$ cat config.mk
export PLATFORM = sky130hd
export DESIGN_NAME = esc_bracket_stack
export DESIGN_NICKNAME = d
export VERILOG_FILES = /design/src/sv/esc_pkg.sv /design/src/sv/esc_bracket_stack.sv
export SDC_FILE = /design/constraint.sdc
export NUM_CORES = 1
export LEC_CHECK = 0
export ABC_CLOCK_PERIOD_IN_PS = 3470
export BUFFER_PORTS_ARGS = -buffer_cell sky130_fd_sc_hd__buf_2
export CAP_MARGIN = 10
export CORE_MARGIN = 4
export CORE_UTILIZATION = 35
export CTS_CLUSTER_DIAMETER = 80
export CTS_CLUSTER_SIZE = 20
export DETAILED_ROUTE_END_ITERATION = 10
export SETUP_SLACK_MARGIN = 0.05
export SYNTH_ARGS = -nofsm -noshare
export SYNTH_HDL_FRONTEND = slang
export SYNTH_SLANG_ARGS = --single-unit
$ cat constraint.sdc
create_clock -name aclk -period 3.47 [get_ports aclk]
set_input_delay 0.5205 -clock aclk [delete_from_list [all_inputs] [get_ports aclk]]
set_output_delay 0.5205 -clock aclk [all_outputs]
set_load 0.01 [all_outputs]
$ cat src/sv/esc_pkg.sv
// Shared types and constants for the expression syntax checker.
// Holds the bracket stack command and status structs, character classes and reason codes.
// No dependencies.
package esc_pkg;

    localparam logic [1:0] CLS_NONE  = 2'd0;
    localparam logic [1:0] CLS_DIGIT = 2'd1;
    localparam logic [1:0] CLS_OPER  = 2'd2;
    localparam logic [1:0] CLS_OTHER = 2'd3;

    localparam logic [1:0] FAULT_NONE     = 2'd0;
    localparam logic [1:0] FAULT_ADJ_OPER = 2'd1;
    localparam logic [1:0] FAULT_SPLIT    = 2'd2;

    localparam logic [2:0] REASON_OK      = 3'd0;
    localparam logic [2:0] REASON_EMPTY   = 3'd1;
    localparam logic [2:0] REASON_BAD     = 3'd2;
    localparam logic [2:0] REASON_BRACKET = 3'd3;
    localparam logic [2:0] REASON_ADJ_OP  = 3'd4;
    localparam logic [2:0] REASON_SPLIT   = 3'd5;

    localparam logic KIND_ROUND  = 1'b0;
    localparam logic KIND_SQUARE = 1'b1;

    typedef struct packed {
        logic push;
        logic pop;
        logic clear;
        logic kind;
    } stk_cmd_t;

    typedef struct packed {
        logic empty;
        logic one;
        logic full;
        logic top_kind;
    } stk_stat_t;

endpackage

$ cat src/sv/esc_bracket_stack.sv
// Bracket kind stack: one bit per open bracket, top entry held in a register.
// The entry below the top is read ahead from the memory every cycle.
// Depends on esc_pkg.
module esc_bracket_stack #(
    parameter int STACK_DEPTH = 128
) (
    input  logic             aclk,
    input  logic             aresetn,
    input  esc_pkg::stk_cmd_t cmd,
    output esc_pkg::stk_stat_t stat
);
    import esc_pkg::*;

    localparam int LW = $clog2(STACK_DEPTH + 1);
    localparam int AW = (STACK_DEPTH > 1) ? $clog2(STACK_DEPTH) : 1;

    logic          kinds_mem [STACK_DEPTH];
    logic [LW-1:0] level_reg;
    logic [LW-1:0] level_next;
    logic          top_reg;
    logic          top_next;
    logic          below_reg;
    logic [LW-1:0] rd_addr;

    always_comb begin
        if (cmd.clear) begin
            level_next = '0;
        end else if (cmd.push) begin
            level_next = level_reg + LW'(1);
        end else if (cmd.pop) begin
            level_next = level_reg - LW'(1);
        end else begin
            level_next = level_reg;
        end
        if (cmd.push) begin
            top_next = cmd.kind;
        end else if (cmd.pop) begin
            top_next = below_reg;
        end else begin
            top_next = top_reg;
        end
        rd_addr = level_next - LW'(2);
    end

    always_ff @(posedge aclk) begin
        if (!aresetn) begin
            level_reg <= '0;
        end else begin
            level_reg <= level_next;
        end
    end

    always_ff @(posedge aclk) begin
        top_reg   <= top_next;
        below_reg <= kinds_mem[rd_addr[AW-1:0]];
        if (cmd.push) begin
            kinds_mem[level_reg[AW-1:0]] <= cmd.kind;
        end
    end

    assign stat.empty    = (level_reg == '0);
    assign stat.one      = (level_reg == LW'(1));
    assign stat.full     = (level_reg == LW'(STACK_DEPTH));
    assign stat.top_kind = top_reg;

endmodule

==> out/metrics.cfg <==
[outcome]
status = completed

[logic_synthesis]
postSynth.asyncResetShare_pct = 0
synth_cells = 567
syn_area_mm2 = 0.006813
yosysWarnings = 0
ys_ff_latch = 138
synth-edff-count = 129
synth-seq-area-share_pct = 59.50
syn_area_per_cell_um2 = 12.02
ys.flop_type = edfxtp_1
ys_types = 51
synthesis.nets = 577

[hold_path]
hp-class = in -> reg
holdPathStages = 2

[detailed_routing]
drc = 0
wl_per_cell_um = 18.03
wirelength_um = 15130
via_per_inst = 5.226
num_vias = 4385
antenna_left = 0
first_pass_iters = 5
drtIter0Drc = 261

[floorplanning]
die_area_mm2 = 0.02176
core_mm2 = 0.01889
io_pins = 10
initial_core_util_pct = 36.06
die-width_um = 147.5
fp.dieH_um = 147.5
rows = 50

[flow_run]
drv_cap = 0

[final_layout]
drive_gt1_share_pct = 10.54
syn_to_final_growth_pct = 12.49
fin_nets = 577
antennaDiodeCount = 0
largest_register_ffs = 128
layout.cells.non_filler = 839
fill_cells = 1836

[cts]
h-tree-depth = 4
cts_tree = done
cts_buffers = 17
clock_path_buffers = 2
postCtsSetupBuffers = 0
cts_sinks = 138
root_buffer = clkbuf_16
clk_latency_ns = 0.41
cts_hold_buf = 0
ctsResizeCount = 0
clkTransAtPathRegs_ns = 0.05

[power]
clockPowerShare_pct = 43.5
p_leak_nw = 2.385
swShare_pct = 22.49
combPwrFrac_pct = 10.2
pwr_density_cell_mw_per_mm2 = 521.3
internal-power_mw = 3.097
pwr-share-seq_pct = 46.2
power_switching_mw = 0.8984
peakVddDrop_mv = 0.3110

[timing]
finalHoldViolCount = 0
setup_tns_ns = 0
maxSlewViolCount = 0
worstMarginPinSlew_ns = 0.9693
setup_violations = 0
post-route-period-util_pct = 83.38
fin_worst_skew_ns = 0.006317
timing.fmax_ghz = 0.3456
fin_crit_ns = 2.893
rsz0062_at_grt = false
slew_headroom_pct = 35.20

[critical_path]
crit_slowest_cell = or3_1
worst-path-buf-inv = 1
worstPathMaxFanout = 17
r2r_cells = 10
critPathCaptureType = register
path_class = reg -> reg
cp_data_arrival_time_ns = 3.25
slowest_delay_ns = 0.55
critical_path_required_ns = 3.82
crit_path_start_kind = register
cpLargestDelayFamily = simple AND/OR/NAND/NOR gates
path_cells = inv_1, ha_1, nor4bb_1, nand2_1, a31oi_1, or3_1, nand4_1, a41oi_1, o211ai_1, nand4_1
crit_top_cell = nand4_1
crit_cells = 10

[global_route]
grt_start_max_net_pins = 64
grt.total_usage_pct = 14.41
antenna_found_initial = 0
grt_pass1_wl_um = 23760
gr-total-overflow = 0
grt_pass1_vias = 4318

[placement]
place_congestion = 0.8705
place_inst = 808
port_buffers = 9
dpl.hpwl_um = 9737

-- placed cells by master (no fill, tap or decap), types with 4 or more instances in the layout --
master and count:
buf_2 9, clkbuf_16 17, o211ai_1 20, and2_1 4
inv_1 5, xnor2_1 7, a41oi_1 8, nor2_1 130
nand4_1 17, mux2i_1 97, nand3_1 10, nand2_1 26
ha_1 4, nor2b_1 7, buf_4 11, nor3_1 15
edfxtp_1 129, clkinv_2 4, dfxtp_1 9
-- logic make-up after synthesis --
family          Yosys count  synth area share, %
simple gates            232                15.92
buf+inv                  46                3.398
compound gates           40                4.867
xor+xnor                  9                1.157
fa+ha+maj                 4               0.7346
mux                      98                14.42
flops                   138                59.50
-- worst register-to-register path, delay by kind of cell, from the launching register on --
kind                     cells  cell delay [ns]
buffers and inverters        1             0.12
AND/OR/NAND/NOR              5             1.31
flip-flops                   1             0.30
adder cells (fa/ha/maj)      1             0.31
AO/OA/AOI/OAI                3             0.81
-- per-layer routing --
layer / wire (um) / vias to the layer above / global-route usage (%)
met5: 0 / - / 0
met4: 313 / 0 / 6.058
met3: 559 / 21 / 2.820
met2: 7636 / 88 / 24.73
met1: 6622 / 2190 / 17.76
li1: - / 2086 / -
-- Yosys cell counts (all sizes together), types with 2 or more instances --
library cell,instances,area [um^2]
nor2,131,494.2
a31oi,2,27.53
nor4,2,12.51
nor3,18,100.1
dfxtp,9,180.2
nand3b,2,27.53
xor2,2,17.52
nand2b,2,12.51
edfxtp,129,3874
clkbuf,19,71.32
nor2b,7,43.79
buf,22,141.4
nand3,10,50.05
and2,4,25.02
a41oi,8,70.07
o21a,2,16.27
mux2i,97,970.9
ha,4,50.05
nand4,17,106.4
or3,2,17.52
o21ai,2,13.76
nand2,26,97.59
o211ai,20,150.1
or3b,2,17.52
xnor2,7,61.31
nand4b,2,17.52
inv,5,18.77
-- per-stage QoR --
stage / power [mW] / cell area [um^2] / setup slack, ns / util, % / hold slack (ns)
2_1_floorplan: 2.178 / 6817 / 0.09546 / - / 0.5094
3_3_place_gp: 2.281 / 7098 / 0.6259 / 37.57 / 0.5511
3_5_place_dp: 2.287 / 7098 / 0.5580 / 37.57 / 0.5773
4_1_cts: 4.025 / 7664 / 0.5920 / 40.56 / 0.3534
5_1_grt: 4.139 / 7664 / 0.2644 / 40.56 / 0.3575
6_report: 3.995 / 7664 / 0.5766 / 40.56 / 0.3798
-- final timing paths --
check,startpoint,end,slack [ns]
worst max-delay path,level_reg[1],below_reg,0.58
worst min-delay path,aresetn,level_reg[4],0.38
worst max register to register,level_reg[1],below_reg,0.58
worst min register to register,level_reg[7],level_reg[7],0.58
-- power groups by stage --
stage | registers, mW | logic [mW] | clock network, mW
final | 1.85 | 0.408 | 1.74
after global routing | 1.85 | 0.443 | 1.85
after CTS | 1.85 | 0.408 | 1.77
after detailed placement | 1.88 | 0.406 | 0
after global placement | 1.88 | 0.400 | 0
after floorplan | 1.87 | 0.305 | 0
-- final cells by class --
cell class	instances	area (um^2)	area share, %
repair buffers	22	167.7	2.188
well taps	260	325.3	4.245
inverters	5	18.77	0.2449
flip-flops and latches	138	4054	52.90
clock inverters	11	128.9	1.682
multi-input cells	383	2532	33.04
clock buffers	20	436.7	5.698
No activity file was read; power rests on OpenSTA's default activity.
